`src/rtl/htfd_pkg.sv`:
```
`timescale 1ns / 1ps
// Shared types, constants and the CRC-8 byte update for the humidity and
// temperature frame decoder. No dependencies.
package htfd_pkg;

  // CRC-8 as used by the sensor: poly x^8+x^5+x^4+1, init 0xFF, MSB first
  localparam logic [7:0] CRC_POLY = 8'h31;
  localparam logic [7:0] CRC_INIT = 8'hFF;

  // Byte positions inside a six-byte reply
  localparam logic [2:0] POS_TEMP_HI  = 3'd0;
  localparam logic [2:0] POS_TEMP_LO  = 3'd1;
  localparam logic [2:0] POS_TEMP_CRC = 3'd2;
  localparam logic [2:0] POS_HUM_HI   = 3'd3;
  localparam logic [2:0] POS_HUM_LO   = 3'd4;
  localparam logic [2:0] POS_HUM_CRC  = 3'd5;

  // Scaling constants, all in hundredths
  localparam logic [14:0] TEMP_SPAN   = 15'd17500;
  localparam logic [13:0] HUM_SPAN    = 14'd10000;
  localparam logic [15:0] TEMP_OFFSET = 16'd4500;

  // Frame status codes
  typedef enum logic [1:0] {
    STAT_OK       = 2'd0,
    STAT_TEMP_CRC = 2'd1,
    STAT_HUM_CRC  = 2'd2
  } htfd_status_t;

  // Run one byte through the CRC register, eight shifts MSB first
  function automatic logic [7:0] crc8_byte(input logic [7:0] crc, input logic [7:0] data);
    logic [7:0] c;
    c = crc ^ data;
    for (int k = 0; k < 8; k++) begin
      if (c[7]) c = {c[6:0], 1'b0} ^ CRC_POLY;
      else      c = {c[6:0], 1'b0};
    end
    return c;
  endfunction

endpackage

```
`src/rtl/htfd_scale.sv`:
```
`timescale 1ns / 1ps
// Converts raw temperature and humidity words to hundredths of a degree and
// of a percent. Depends on htfd_pkg.
module htfd_scale import htfd_pkg::*; (
  input  logic [15:0]        temp_raw,
  input  logic [15:0]        hum_raw,
  output logic signed [14:0] temp_centi,
  output logic [13:0]        hum_centi
);

  logic [30:0] temp_prod;
  logic [29:0] hum_prod;
  logic [31:0] temp_sum;
  logic [31:0] hum_sum;
  logic [14:0] temp_quot;
  logic [13:0] hum_quot;
  logic [15:0] temp_diff;

  // Scale by the span: 16x15 and 16x14 bit products
  assign temp_prod = 31'(temp_raw) * 31'(TEMP_SPAN);
  assign hum_prod  = 30'(hum_raw) * 30'(HUM_SPAN);

  // Divide by 65535: floor(x / (2^16-1)) = (x + (x >> 16) + 1) >> 16, exact below 2^32 - 1
  assign temp_sum  = 32'(temp_prod) + 32'(temp_prod[30:16]) + 32'd1;
  assign hum_sum   = 32'(hum_prod) + 32'(hum_prod[29:16]) + 32'd1;
  assign temp_quot = temp_sum[30:16];
  assign hum_quot  = hum_sum[29:16];

  // Shift temperature down by 45 degrees
  assign temp_diff  = 16'(temp_quot) - TEMP_OFFSET;
  assign temp_centi = temp_diff[14:0];
  assign hum_centi  = hum_quot;

endmodule

```
`src/rtl/humidity_temp_frame_decoder.sv`:
```
`timescale 1ns / 1ps
// Top level of the humidity and temperature frame decoder: byte sequencing,
// CRC checking and the result register. Depends on htfd_pkg and htfd_scale.

// The block takes one reply byte per cycle on the input stream, in the order
// temperature high, low, CRC, humidity high, low, CRC, and returns one result
// in the cycle after the sixth byte is taken: both raw words, temperature in
// hundredths of a degree C, humidity in hundredths of a percent, and a status
// on out_tuser (0 ok, 1 temperature CRC bad, 2 humidity CRC bad; temperature
// wins when both are bad). Values are computed even when a CRC is bad.
// in_tuser high marks a byte as the first of a new frame and restarts the
// sequence. The single result register sets the pace, so bytes keep flowing
// every cycle while out_tready is high or the register is empty, and a held
// result stalls the input.
module humidity_temp_frame_decoder import htfd_pkg::*; (
  input  logic        clk,
  input  logic        rst_n,
  input  logic        in_tvalid,
  output logic        in_tready,
  input  logic [7:0]  in_tdata,   // [7:0] rx_byte
  input  logic        in_tuser,   // [0] frame_start
  output logic        out_tvalid,
  input  logic        out_tready,
  output logic [63:0] out_tdata,  // [15:0] temp_raw, [31:16] hum_raw,
                                  // [46:32] temp_centi, [60:47] hum_centi, [63:61] zero
  output logic [1:0]  out_tuser   // [1:0] frame_status
);

  logic [2:0]         pos_r, pos_nxt, pos_cur;
  logic [7:0]         crc_r, crc_nxt, crc_run;
  logic [15:0]        temp_word_r, temp_word_nxt;
  logic [15:0]        hum_word_r, hum_word_nxt;
  logic               temp_bad_r, temp_bad_nxt;
  logic               out_valid_r, out_valid_nxt;
  logic [60:0]        out_data_r, out_data_nxt;
  htfd_status_t       out_stat_r, out_stat_nxt;
  logic               in_fire;
  logic               frame_done;
  logic signed [14:0] temp_centi;
  logic [13:0]        hum_centi;

  assign in_fire   = in_tvalid && in_tready;
  assign in_tready = !out_valid_r || out_tready;

  // Resync on frame start or an out-of-range position
  assign pos_cur = (in_tuser || pos_r > POS_HUM_CRC) ? POS_TEMP_HI : pos_r;
  assign crc_run = crc8_byte(crc_r, in_tdata);

  htfd_scale u_scale (
    .temp_raw  (temp_word_r),
    .hum_raw   (hum_word_r),
    .temp_centi(temp_centi),
    .hum_centi (hum_centi)
  );

  // Advance the frame sequence on each input transfer
  always_comb begin
    pos_nxt       = pos_r;
    crc_nxt       = crc_r;
    temp_word_nxt = temp_word_r;
    hum_word_nxt  = hum_word_r;
    temp_bad_nxt  = temp_bad_r;
    frame_done    = 1'b0;
    if (in_fire) begin
      pos_nxt = pos_cur + 3'd1;
      unique case (pos_cur)
        POS_TEMP_HI: begin
          temp_word_nxt = {in_tdata, 8'h00};
          crc_nxt       = crc8_byte(CRC_INIT, in_tdata);
        end
        POS_TEMP_LO: begin
          temp_word_nxt = {temp_word_r[15:8], in_tdata};
          crc_nxt       = crc_run;
        end
        POS_TEMP_CRC: begin
          temp_bad_nxt = (crc_r != in_tdata);
          crc_nxt      = CRC_INIT;
        end
        POS_HUM_HI: begin
          hum_word_nxt = {in_tdata, 8'h00};
          crc_nxt      = crc8_byte(CRC_INIT, in_tdata);
        end
        POS_HUM_LO: begin
          hum_word_nxt = {hum_word_r[15:8], in_tdata};
          crc_nxt      = crc_run;
        end
        default: begin
          frame_done = 1'b1;
          crc_nxt    = CRC_INIT;
          pos_nxt    = POS_TEMP_HI;
        end
      endcase
    end
  end

  // Load the result register on the last byte, drop it once transferred
  always_comb begin
    out_valid_nxt = out_valid_r;
    out_data_nxt  = out_data_r;
    out_stat_nxt  = out_stat_r;
    if (out_valid_r && out_tready) out_valid_nxt = 1'b0;
    if (frame_done) begin
      out_valid_nxt = 1'b1;
      out_data_nxt  = {hum_centi, temp_centi, hum_word_r, temp_word_r};
      priority if (temp_bad_r)         out_stat_nxt = STAT_TEMP_CRC;
      else if (crc_r != in_tdata)      out_stat_nxt = STAT_HUM_CRC;
      else                             out_stat_nxt = STAT_OK;
    end
  end

  // Hold control state under reset
  always_ff @(posedge clk) begin
    if (!rst_n) begin
      pos_r       <= POS_TEMP_HI;
      crc_r       <= CRC_INIT;
      out_valid_r <= 1'b0;
    end else begin
      pos_r       <= pos_nxt;
      crc_r       <= crc_nxt;
      out_valid_r <= out_valid_nxt;
    end
  end

  // Payload registers
  always_ff @(posedge clk) begin
    temp_word_r <= temp_word_nxt;
    hum_word_r  <= hum_word_nxt;
    temp_bad_r  <= temp_bad_nxt;
    out_data_r  <= out_data_nxt;
    out_stat_r  <= out_stat_nxt;
  end

  assign out_tvalid = out_valid_r;
  assign out_tdata  = {3'b000, out_data_r};
  assign out_tuser  = out_stat_r;

  // Position never leaves the six-byte frame
  a_pos_range: assert property (@(posedge clk) disable iff (!rst_n)
    pos_r <= POS_HUM_CRC)
    else $error("byte position out of range");

  // CRC register is back at its initial value at each word start
  a_crc_init: assert property (@(posedge clk) disable iff (!rst_n)
    (pos_r == POS_TEMP_HI || pos_r == POS_HUM_HI) |-> crc_r == CRC_INIT)
    else $error("CRC not restarted at word start");

  // A sixth byte always produces a result in the next cycle
  a_frame_result: assert property (@(posedge clk) disable iff (!rst_n)
    frame_done |=> out_valid_r)
    else $error("finished frame gave no result");

  // Bytes before the sixth never create a result
  a_no_spurious: assert property (@(posedge clk) disable iff (!rst_n)
    (!out_valid_r && !frame_done) |=> !out_valid_r)
    else $error("result appeared without a finished frame");

  // Status is never the unused code
  a_status_code: assert property (@(posedge clk) disable iff (!rst_n)
    out_valid_r |-> (out_stat_r == STAT_OK || out_stat_r == STAT_TEMP_CRC ||
                     out_stat_r == STAT_HUM_CRC))
    else $error("invalid frame status");

endmodule
```
`config.mk`:
```
export PLATFORM = sky130hd
export DESIGN_NAME = humidity_temp_frame_decoder
export DESIGN_NICKNAME = d
export VERILOG_FILES = /design/src/rtl/htfd_pkg.sv /design/src/rtl/htfd_scale.sv /design/src/rtl/humidity_temp_frame_decoder.sv
export SDC_FILE = /design/constraint.sdc
export NUM_CORES = 1
export LEC_CHECK = 0
export ABC_CLOCK_PERIOD_IN_PS = 7510
export BUFFER_PORTS_ARGS = -buffer_cell sky130_fd_sc_hd__buf_2
export CORE_UTILIZATION = 35
export DETAILED_ROUTE_END_ITERATION = 16
export GPL_TIMING_DRIVEN = 0
export PLACE_DENSITY = 0.59
export SETUP_SLACK_MARGIN = 0.2
export SLEW_MARGIN = 20
export SYNTH_ARGS = -nofsm -noshare
export SYNTH_HDL_FRONTEND = slang
export SYNTH_SLANG_ARGS = --single-unit
```
`constraint.sdc`:
```
create_clock -name clk -period 7.51 [get_ports clk]
set_input_delay 0.3755 -clock clk [delete_from_list [all_inputs] [get_ports clk]]
set_output_delay 0.3755 -clock clk [all_outputs]
set_load 0.02 [all_outputs]
```
# Word-level counts from Yosys, hierarchy flattened
# Cells that the tools add are included.
[totals]
inputBits = 13
reg_bits = 108
output_inout_bits = 68
wordCells = 128
[op_classes]
n_bitwise = 27
multipliers = 2
n_lt_le_gt_ge = 1
n_reduce_logical = 16
n_eq_ne = 5
add_sub_neg = 6
mux = 61
[ops]
columns = ["op", "count"]
rows = [
  ["two-way mux 8 bit", 28],
  ["two-way mux 6 bit", 23],
  ["NOT 3 bit", 23],
  ["case mux 16 bit (2 select lines)", 2],
  ["adder 31 x 1 -> 31 bit (second input constant)", 1],
  ["adder 31 x 15 -> 31 bit", 1],
  ["adder 30 x 1 -> 30 bit (second input constant)", 1],
  ["adder 30 x 14 -> 30 bit", 1],
  ["multiplier 16 x 13 -> 29 bit (second input constant)", 1],
  ["multiplier 16 x 10 -> 26 bit (second input constant)", 1],
  ["case mux 8 bit (3 select lines)", 1],
  ["subtractor 15 x 13 -> 15 bit (second input constant)", 1],
  ["!= test 8 bit", 1],
  ["NOT 8 bit", 1],
  ["XOR 8 bit", 1],
  ["== test 3 x 2 -> 1 bit (second input constant)", 2],
  ["two-way mux 3 bit", 2],
  ["AND reduction 2 bit", 3],
  ["AND reduction 3 bit", 2],
  ["nonzero test 2 bit", 3],
  ["OR reduction 5 bit", 1],
  ["two-way mux 1 bit", 4],
  ["adder 3 x 1 -> 3 bit (second input constant)", 1],
  ["== test 3 x 1 -> 1 bit (second input constant)", 1],
  ["9 further kinds", 12],
]

# Longest topological paths before layout
# Gate-level depths: netlist of run 1.
[depth]
word_depth = 33
depth_mapped = 35
depth_no_buf = 34

# Hierarchy
# From an unflattened synthesis of run 1, not the netlist that was laid out.
[hier_totals]
hier_cells = 1176
area_unflattened_um2 = 11855.1
[by_module_without_submodules]
columns = ["module", "cells_per_inst", "n_inst", "area_per_inst_um2"]
rows = [
  ["htfd_scale", 905, 1, 7568.5],
  ["humidity_temp_frame_decoder", 271, 1, 4286.6],
]

# Least setup slack after synthesis of run 1
# No wires, ideal clock.
[synth_timing]
kind = "register to register"
start = "register temp_word_r[12]"
end = "register out_data_r[46], data pin"
arrival_ns = 6.972
stages_incl_launch_ff = 36
setup_slack_ns = 0.268
path_buffers = 1
synth_period_minus_slack_ns = 7.242
cell_sequence = "edfxtp_1 > ha_1 > inv_1 > fa_1 > inv_1 > ha_1 > fa_1 > inv_1 > fa_1 > inv_1 > ha_1 > clkbuf_1 > a21o_1 > a31o_2 > a22oi_1 > nand2_1 > a21oi_1 > o211a_1 > o21bai_1 > a21oi_1 > xnor2_1 > ha_1 > o21ai_0 > a21o_1 > o211a_1 > a31o_2 > a21oi_1 > and3_1 > xnor2_1 > ha_1 > inv_1 > nand2_1 > mux2i_1 > or2_1 > a21oi_2 > a211oi_1"
[synth_between]
elab_chain_len = 4
[synth_lines]
columns = ["item", "line_no", "source"]
rows = [
  ["from (decl)", "humidity_temp_frame_decoder.sv:31", "logic [15:0] temp_word_r, temp_word_nxt;"],
  ["from (signal assigned)", "humidity_temp_frame_decoder.sv:126", "temp_word_r <= temp_word_nxt;"],
  ["multiplier 16 x 13 -> 29 bit", "htfd_scale.sv:20", "assign temp_prod = 31'(temp_raw) * 31'(TEMP_SPAN);"],
  ["adder 31 x 15 -> 31 bit", "htfd_scale.sv:24", "assign temp_sum = 32'(temp_prod) + 32'(temp_prod[30:16]) + 32'd1;"],
  ["adder 31 x 1 -> 31 bit", "htfd_scale.sv:24", ""],
  ["subtractor 15 x 13 -> 15 bit", "htfd_scale.sv:30", "assign temp_diff = 16'(temp_quot) - TEMP_OFFSET;"],
  ["via temp_centi[14]", "humidity_temp_frame_decoder.sv:39", "logic signed [14:0] temp_centi;"],
  ["to (signal assigned)", "humidity_temp_frame_decoder.sv:129", "out_data_r <= out_data_nxt;"],
  ["to (decl)", "humidity_temp_frame_decoder.sv:35", "logic [60:0] out_data_r, out_data_nxt;"],
]
# The timed path passes the listed nets, and every way through them passes these cells.
# A chain may end at the register's enable or synchronous reset.

# Worst setup path in the final report of run 1
[layout_timing]
start = "register temp_word_r[9]"
end = "register out_data_r[42], data pin"
# Same word-level chain as after synthesis.

==> summary.md, run 1 <==
| Metric | Value |
|---|---|
| Final Setup Violations | 0 |
| Max stage delay on crit path | 0.50 ns |
| Final non-filler cell area | 14270 um2 |
| # fillers | 3254 |
| Outcome | complete, no violations |
| IR drop worst, VDD | 0.3728 mV |
| CTS tree | yes |
| Starting Density | 0.3601 |
| Share of cells above drive strength 1 | 0.2091 |
| Post-synth ARST share | 0 |
| Mean post-synth cell area | 9.805 um2 |
| Clock sinks | 108 |
| Post-route insts no fill | 1824 |
| Synth warnings | 0 |
| Worst-skew pair later-pin latency | 0.39 ns |
| Most frequent cells in the layout | 234 x inv_1, 177 x ha_1, 96 x edfxtp_1 |
| Nets | 1665 |
| Number of remaining DRC errors | 0 |
| Pins Over Slew Limit | 0 |
| Crit path max fanout | 4 |
| Seq pwr share | 0.130 |
| Synth area leaders | edfxtp_1 24%, ha_1 21%, fa_1 14% |
| N_diodes | 0 |
| Area leader, netlist | edfxtp_1 |
| Initial detailed-routing violation count | 413 |
| Via density | 4.773 |
| Total leakage power | 6.734 nW |
| Hold_ws | 0.3109 ns |
| Chip width | 185.9 um |
| Clk buf depth | 2 |
| Port Buffers | 69 |
| Pwr Density | 447.0 nW/um2 |
| CP max stage cell | edfxtp_1 |
| Synth Area in Adders | 0.3415 |
| DR pass1 iterations | 5 |
| Switch share | 0.4812 |
| Setup repair after global routing missed its margin | yes |
| Dpl cells | 1721 |
| Setup crit end kind | flop |
| Initial antenna violation count | 0 |
| Mux share of post-synthesis cell area | 0.004334 |
| Core ar. | 32870 um2 |
| Vias in the first global route | 8451 |
| Hold Crit Class | primary input to flop |
| Via count | 8706 |
| Simple-gate area share of the yosys netlist | 0.1036 |
| Comb pwr share | 0.788 |
| EDFF count, synth | 96 |
| Netlist cell types | 82 |
| Layout area overhead | 20.60% |
| Root Buffer | clkbuf_16 |
| Hpwl dp | 19.99 mm |
| Sw Pwr | 3.070 mW |
| Final hold vios | 0 |
| Overflow after GRT | 0 |
| Die Ht | 185.9 um |
| Startpoint types | flop |
| Antenna viol nets, final | 0 |
| Cts bufs inserted | 9 |
| Leading cell type in the layout, fill and taps excluded | inv_1 |
| Data arrival, critical path | 7.38 ns |
| Pwr Total | 6.380 mW |
| GP Congestion | 0.8366 |
| Clock-pin slew on the worst setup and hold paths | 0.09 ns |
| Max-cap viol count | 0 |
| Post-Synth XOR/XNOR Area | 0.07104 |
| Gate Count Post-Synth | 1207 |
| Clk network pwr share | 0.082 |
| Fin util | 0.4343 |
| Pin count of the biggest net entering global routing | 54 |
| Total length of routed wires | 26.16 mm |
| #FFs+latches synth | 108 |
| FMAX | 0.1377 GHz |
| Die area | 34550 um2 |
| Pint | 3.310 mW |
| CTS Hold Buffers Added | 0 |
| Final Critical Period | 7.264 ns |
| Main combinational cell family by area after synthesis | adder cells |
| I/O pins | 81 |
| Slew HR | 0.3379 |
| Worst path required time | 7.63 ns |
| H-tree Lvls | 3 |
| Final worst path period share | 0.9673 |
| Most common flop cell mapped by yosys | edfxtp_1 |
| Synth Area in Compound Gates | 0.1268 |
| Sequential fraction of the synthesis area | 0.2639 |
| Num rows | 66 |
| First-pass GRT wire length | 42.12 mm |
| Mapped Area | 11840 um2 |
| Avg WL per Cell | 14.34 um |
| Skew final | 0.01843 ns |
| Critical path class | flop to flop |
| Dpl cell area | 12770 um2 |
| Yosys top cell area share | 0.2436 |
| Pin slew with the least headroom to its limit | 0.9855 ns |
| GRT Overall Usage | 0.1565 |
[repair_timing]
item	4_1_cts	5_1_grt
cloned	0	0
resized for setup	46	65
pin swaps	34	73
setup buffers	56	31
endpoints found under the setup margin	25	19
[synthesized netlist by cell type (13+ instances only)]
master    number
inv_1        243
ha_1         195
edfxtp_1      96
fa_1          80
nor2_1        62
nand2_1       54
xnor2_1       53
a21oi_1       50
xor2_1        43
o21ai_0       40
and2_1        21
nor2b_1       21
a21o_1        18
clkbuf_1      18
a211oi_1      16
nand3_1       14
nor3_1        13
[per-layer routing]
| layer | track usage | routed length, um | up-vias |
|---|---|---|---|
| li1 | - | - | 4421 |
| met1 | 0.2190 | 12840 | 4119 |
| met2 | 0.2515 | 12000 | 134 |
| met3 | 0.02054 | 823 | 32 |
| met4 | 0.04393 | 493 | 0 |
| met5 | 0 | 0 | - |
[final timing paths]
kind,startpoint,end,slack (ns),depth (start not counted)
min reg2reg,temp_bad_r$_DFFE_PP_,out_tuser[0]$_SDFFCE_PP1P_,0.49,0
min,rst_n,crc_r[0]$_SDFFE_PN1P_,0.31,2
max,temp_word_r[9]$_DFFE_PP_,out_data_r[42]$_DFFE_PP_,0.25,32
max reg2reg,temp_word_r[9]$_DFFE_PP_,out_data_r[42]$_DFFE_PP_,0.25,32
[worst max-delay path, delay by kind of cell (launching register included)]
family / cells / cell delay, ns
compound gates: 11 / 1.86
xor+xnor: 3 / 0.41
fa+ha+maj: 8 / 3.00
buf+inv: 3 / 0.15
flops: 1 / 0.50
mux: 1 / 0.08
simple gates: 6 / 1.00
[cell families (layout without fill, tap and decap cells)]
| logic type | count (synthesis) | after routing |
|---|---|---|
| adders and majority gates | 275 | 275 |
| buffers and inverters | 272 | 445 |
| and+or+nand+nor | 240 | 240 |
| AOI/OAI and AO/OA | 210 | 210 |
| DFF | 108 | 108 |
| xor gates and xnor gates | 96 | 96 |
| muxes | 5 | 5 |
| other | 1 | 3 |
[power groups by stage]
stage,Sequential (mW),Combinational (mW),Clock [mW]
after floorplan,0.864,3.18,0
after global placement,0.855,3.93,0
after detailed placement,0.855,3.99,0
after CTS,0.830,4.69,0.540
after global routing,0.832,5.62,0.563
final,0.829,5.03,0.525
[sequential cells by signal, summed over array words and instances (netlist names)]
signal,cells
out_data_r,61
hum_word_r,16
temp_word_r,16
crc_r,8
pos_r,3
out_tuser,2
out_tvalid,1
temp_bad_r,1
[metrics by stage]
step | setup TNS (ns) | setup WS [ns]
floorplan | 0 | 0.2675
global placement | -4.414 | -0.5956
detailed placement | -4.800 | -0.6547
CTS | 0 | 0.1822
global route | -0.2219 | -0.07017
finish | 0 | 0.2456
[area by class of cell]
class	instances	area, um2	share of cell area
buffer	29	173.9	0.01218
clock buffer	9	225.2	0.01578
clock inverter	7	88.84	0.006224
inverter	243	914.6	0.06408
multi-input combinational	829	8158	0.5715
sequential	108	3123	0.2188
tap	442	553.0	0.03874
timing repair buffer	157	1037	0.07267
No activity file was read; power rests on OpenSTA's default activity.
==> inputs of run 2 (changes only) <==
- ABC_CLOCK_PERIOD_IN_PS: 7510 -> 8900
- PLACE_DENSITY: 0.59 -> 0.57
- clock period: 7.51 -> 8.9 ns (I/O delays scaled with it)
==> run 2 against run 1 <==
Final area shrank 8.3%; setup slack improved by 0.63 ns; final cell count down 4.8%; flip-flop and latch count unchanged; worst hold slack gained 0.080 ns; sequential share of layout area grew 2.0 points; largest cell class unchanged; largest power group unchanged; highest routed layer unchanged.
==> summary.md, run 2 (synthesis gave the netlist of run 1 again) <==
| Metric | Value |
|---|---|
| Outcome | complete, no violations |
| Initial antenna violation count | 0 (unchanged) |
| Clock sinks | 108 (unchanged) |
| Most frequent cells in the layout | 242 x inv_1, 195 x ha_1, 96 x edfxtp_1 |
| Avg WL per Cell | 14.13 um (-1.4%) |
| Final Setup Violations | 0 (unchanged) |
| Antenna viol nets, final | 0 (unchanged) |
| Slew HR | 0.3169 (-0.02099) |
| Dpl cells | 1721 (unchanged) |
| Hpwl dp | 19.95 mm (-0.21%) |
| Setup TNS Final | 0 ns (unchanged) |
| Layout area overhead | 10.63% |
| IR drop worst, VDD | 0.2800 mV (-25%) |
| Leading cell type in the layout, fill and taps excluded | inv_1 |
| I/O pins | 81 (unchanged) |
| Data arrival, critical path | 8.13 ns (+0.75 ns) |
| FMAX | 0.1246 GHz (-9.5%) |
| CTS tree | yes |
| Clk buf depth | 2 (unchanged) |
| Die Ht | 185.9 um (unchanged) |
| Final worst path period share | 0.9015 (-0.06582) |
| Total leakage power | 6.219 nW (-7.6%) |
| Share of cells above drive strength 1 | 0.1019 (-0.1072) |
| Setup repair after global routing missed its margin | no |
| Regs by FF count | out_data_r x61, hum_word_r x16, temp_word_r x16 |
| Max-cap viol count | 0 (unchanged) |
| Nets | 1578 (-5.2%) |
| Hold_ws | 0.3908 ns (+0.07989 ns) |
| Pin slew with the least headroom to its limit | 1.017 ns (+0.03125 ns) |
| Die area | 34550 um2 (unchanged) |
| Core ar. | 32870 um2 (unchanged) |
| H-tree Lvls | 3 (unchanged) |
| Skew final | 0.01728 ns (-0.001148 ns) |
| Critical path class | flop to flop |
| Number of remaining DRC errors | 0 (unchanged) |
| Num rows | 66 (unchanged) |
| GRT Overall Usage | 0.1499 (-0.006697) |
| Pin count of the biggest net entering global routing | 54 (unchanged) |
| Vias in the first global route | 7990 (-5.5%) |
| Final hold vios | 0 (unchanged) |
| Overflow after GRT | 0 (unchanged) |
| Cts bufs inserted | 9 (unchanged) |
| DR pass1 iterations | 5 (unchanged) |
| Initial detailed-routing violation count | 435 (+5.3%) |
| First-pass GRT wire length | 40.35 mm (-4.2%) |
| GP Congestion | 0.8066 (-3.6%) |
| Postcts setup bufs | 0 (-100%) |
| Clock-pin slew on the worst setup and hold paths | 0.09 ns (about the same) |
| Crit path max fanout | 10 (+6) |
| Pins Over Slew Limit | 0 (unchanged) |
| Starting Density | 0.3601 (unchanged) |
| Worst-skew pair later-pin latency | 0.38 ns (about the same) |
| Via density | 4.765 (-0.18%) |
| N_diodes | 0 (unchanged) |
| Hold Crit Class | primary input to flop |
| Setup crit end kind | flop |
| CTS Hold Buffers Added | 0 (unchanged) |
| Port Buffers | 69 (unchanged) |
| Pwr Density | 345.7 nW/um2 (-23%) |
| Startpoint types | flop |
| Total length of routed wires | 24.55 mm (-6.1%) |
| CP max stage cell | edfxtp_1 |
| Chip width | 185.9 um (unchanged) |
| Most flops, register | out_data_r |
| Post-CTS Resized | 0 (-100%) |
| Final Critical Period | 8.023 ns (+0.7587 ns) |
| Number of flip-flops in the largest register | 61 (unchanged) |
| Root Buffer | clkbuf_16 |
| Post-route insts no fill | 1737 (-4.8%) |
| Worst path required time | 9.00 ns (+1.37 ns) |
| Via count | 8276 (-4.9%) |
| Max stage delay on crit path | 0.58 ns (+0.08 ns) |
-- run 2: cell count changes in the layout (fill, tap and decap cells not counted), moves of 6 or more --
cell     delta
buf_4      -85
ha_1       +18
ha_4       -15
a21oi_1    +10
a21oi_2     -8
inv_1       +8
inv_2       -8
buf_6       -6
o21ai_0     +6
xnor2_1     +6
xnor2_2     -6
-- run 2: layout make-up --
class | instances | area (um2)
clock inverters | 7 | 91.34
multi-input cells | 829 | 7676
repair buffers | 70 | 372.9
clock buffers | 9 | 225.2
fillers | 3324 | 19770
flip-flops and latches | 108 | 3123
well taps | 442 | 553.0
inverters | 243 | 914.6
plain buffers | 29 | 136.4
-- run 2: worst paths after layout --
kind / startpoint / to / slack, ns / cells after the start
max: temp_word_r[13]$_DFFE_PP_ / out_data_r[42]$_DFFE_PP_ / 0.88 / 34
min: rst_n / crc_r[2]$_SDFFE_PN1P_ / 0.39 / 2
max reg2reg: temp_word_r[13]$_DFFE_PP_ / out_data_r[42]$_DFFE_PP_ / 0.88 / 34
min reg2reg: temp_bad_r$_DFFE_PP_ / out_tuser[0]$_SDFFCE_PP1P_ / 0.49 / 0
-- run 2: critical path: cells and delay by family, from the launching register on --
kind,cells,cell delay [ns]
adder cells (fa/ha/maj),8,2.92
AO/OA/AOI/OAI,11,2.31
XOR/XNOR,3,0.74
AND/OR/NAND/NOR,5,0.64
flip-flops,1,0.58
buffers and inverters,6,0.48
multiplexers,1,0.08
-- run 2: through the flow --
stage | setup slack (ns) | util | cell area [um2] | power [mW]
2_1_floorplan | 1.658 | - | 11840 | 3.414
3_3_place_gp | 0.7772 | 0.3877 | 12740 | 4.043
3_5_place_dp | 0.7855 | 0.3886 | 12770 | 4.091
4_1_cts | 0.7139 | 0.3982 | 13090 | 4.565
5_1_grt | 0.2658 | 0.3984 | 13090 | 5.055
6_report | 0.8770 | 0.3984 | 13090 | 4.526
-- run 2: power by group --
group | internal [mW] | total [mW] | switching, mW | leakage [nW]
clock network | 0.204 | 0.436 | 0.231 | 0.152
logic | 1.34 | 3.38 | 2.04 | 5.08
registers | 0.681 | 0.708 | 0.0270 | 0.991
-- run 2: routing by layer --
| metal | routed length [um] | share of wire | track usage |
|---|---|---|---|
| met3 | 758 | 0.031 | 0.02015 |
| met2 | 10770 | 0.44 | 0.2373 |
| met4 | 321 | 0.013 | 0.04131 |
| met1 | 12700 | 0.52 | 0.2124 |
| met5 | 0 | 0 | 0 |
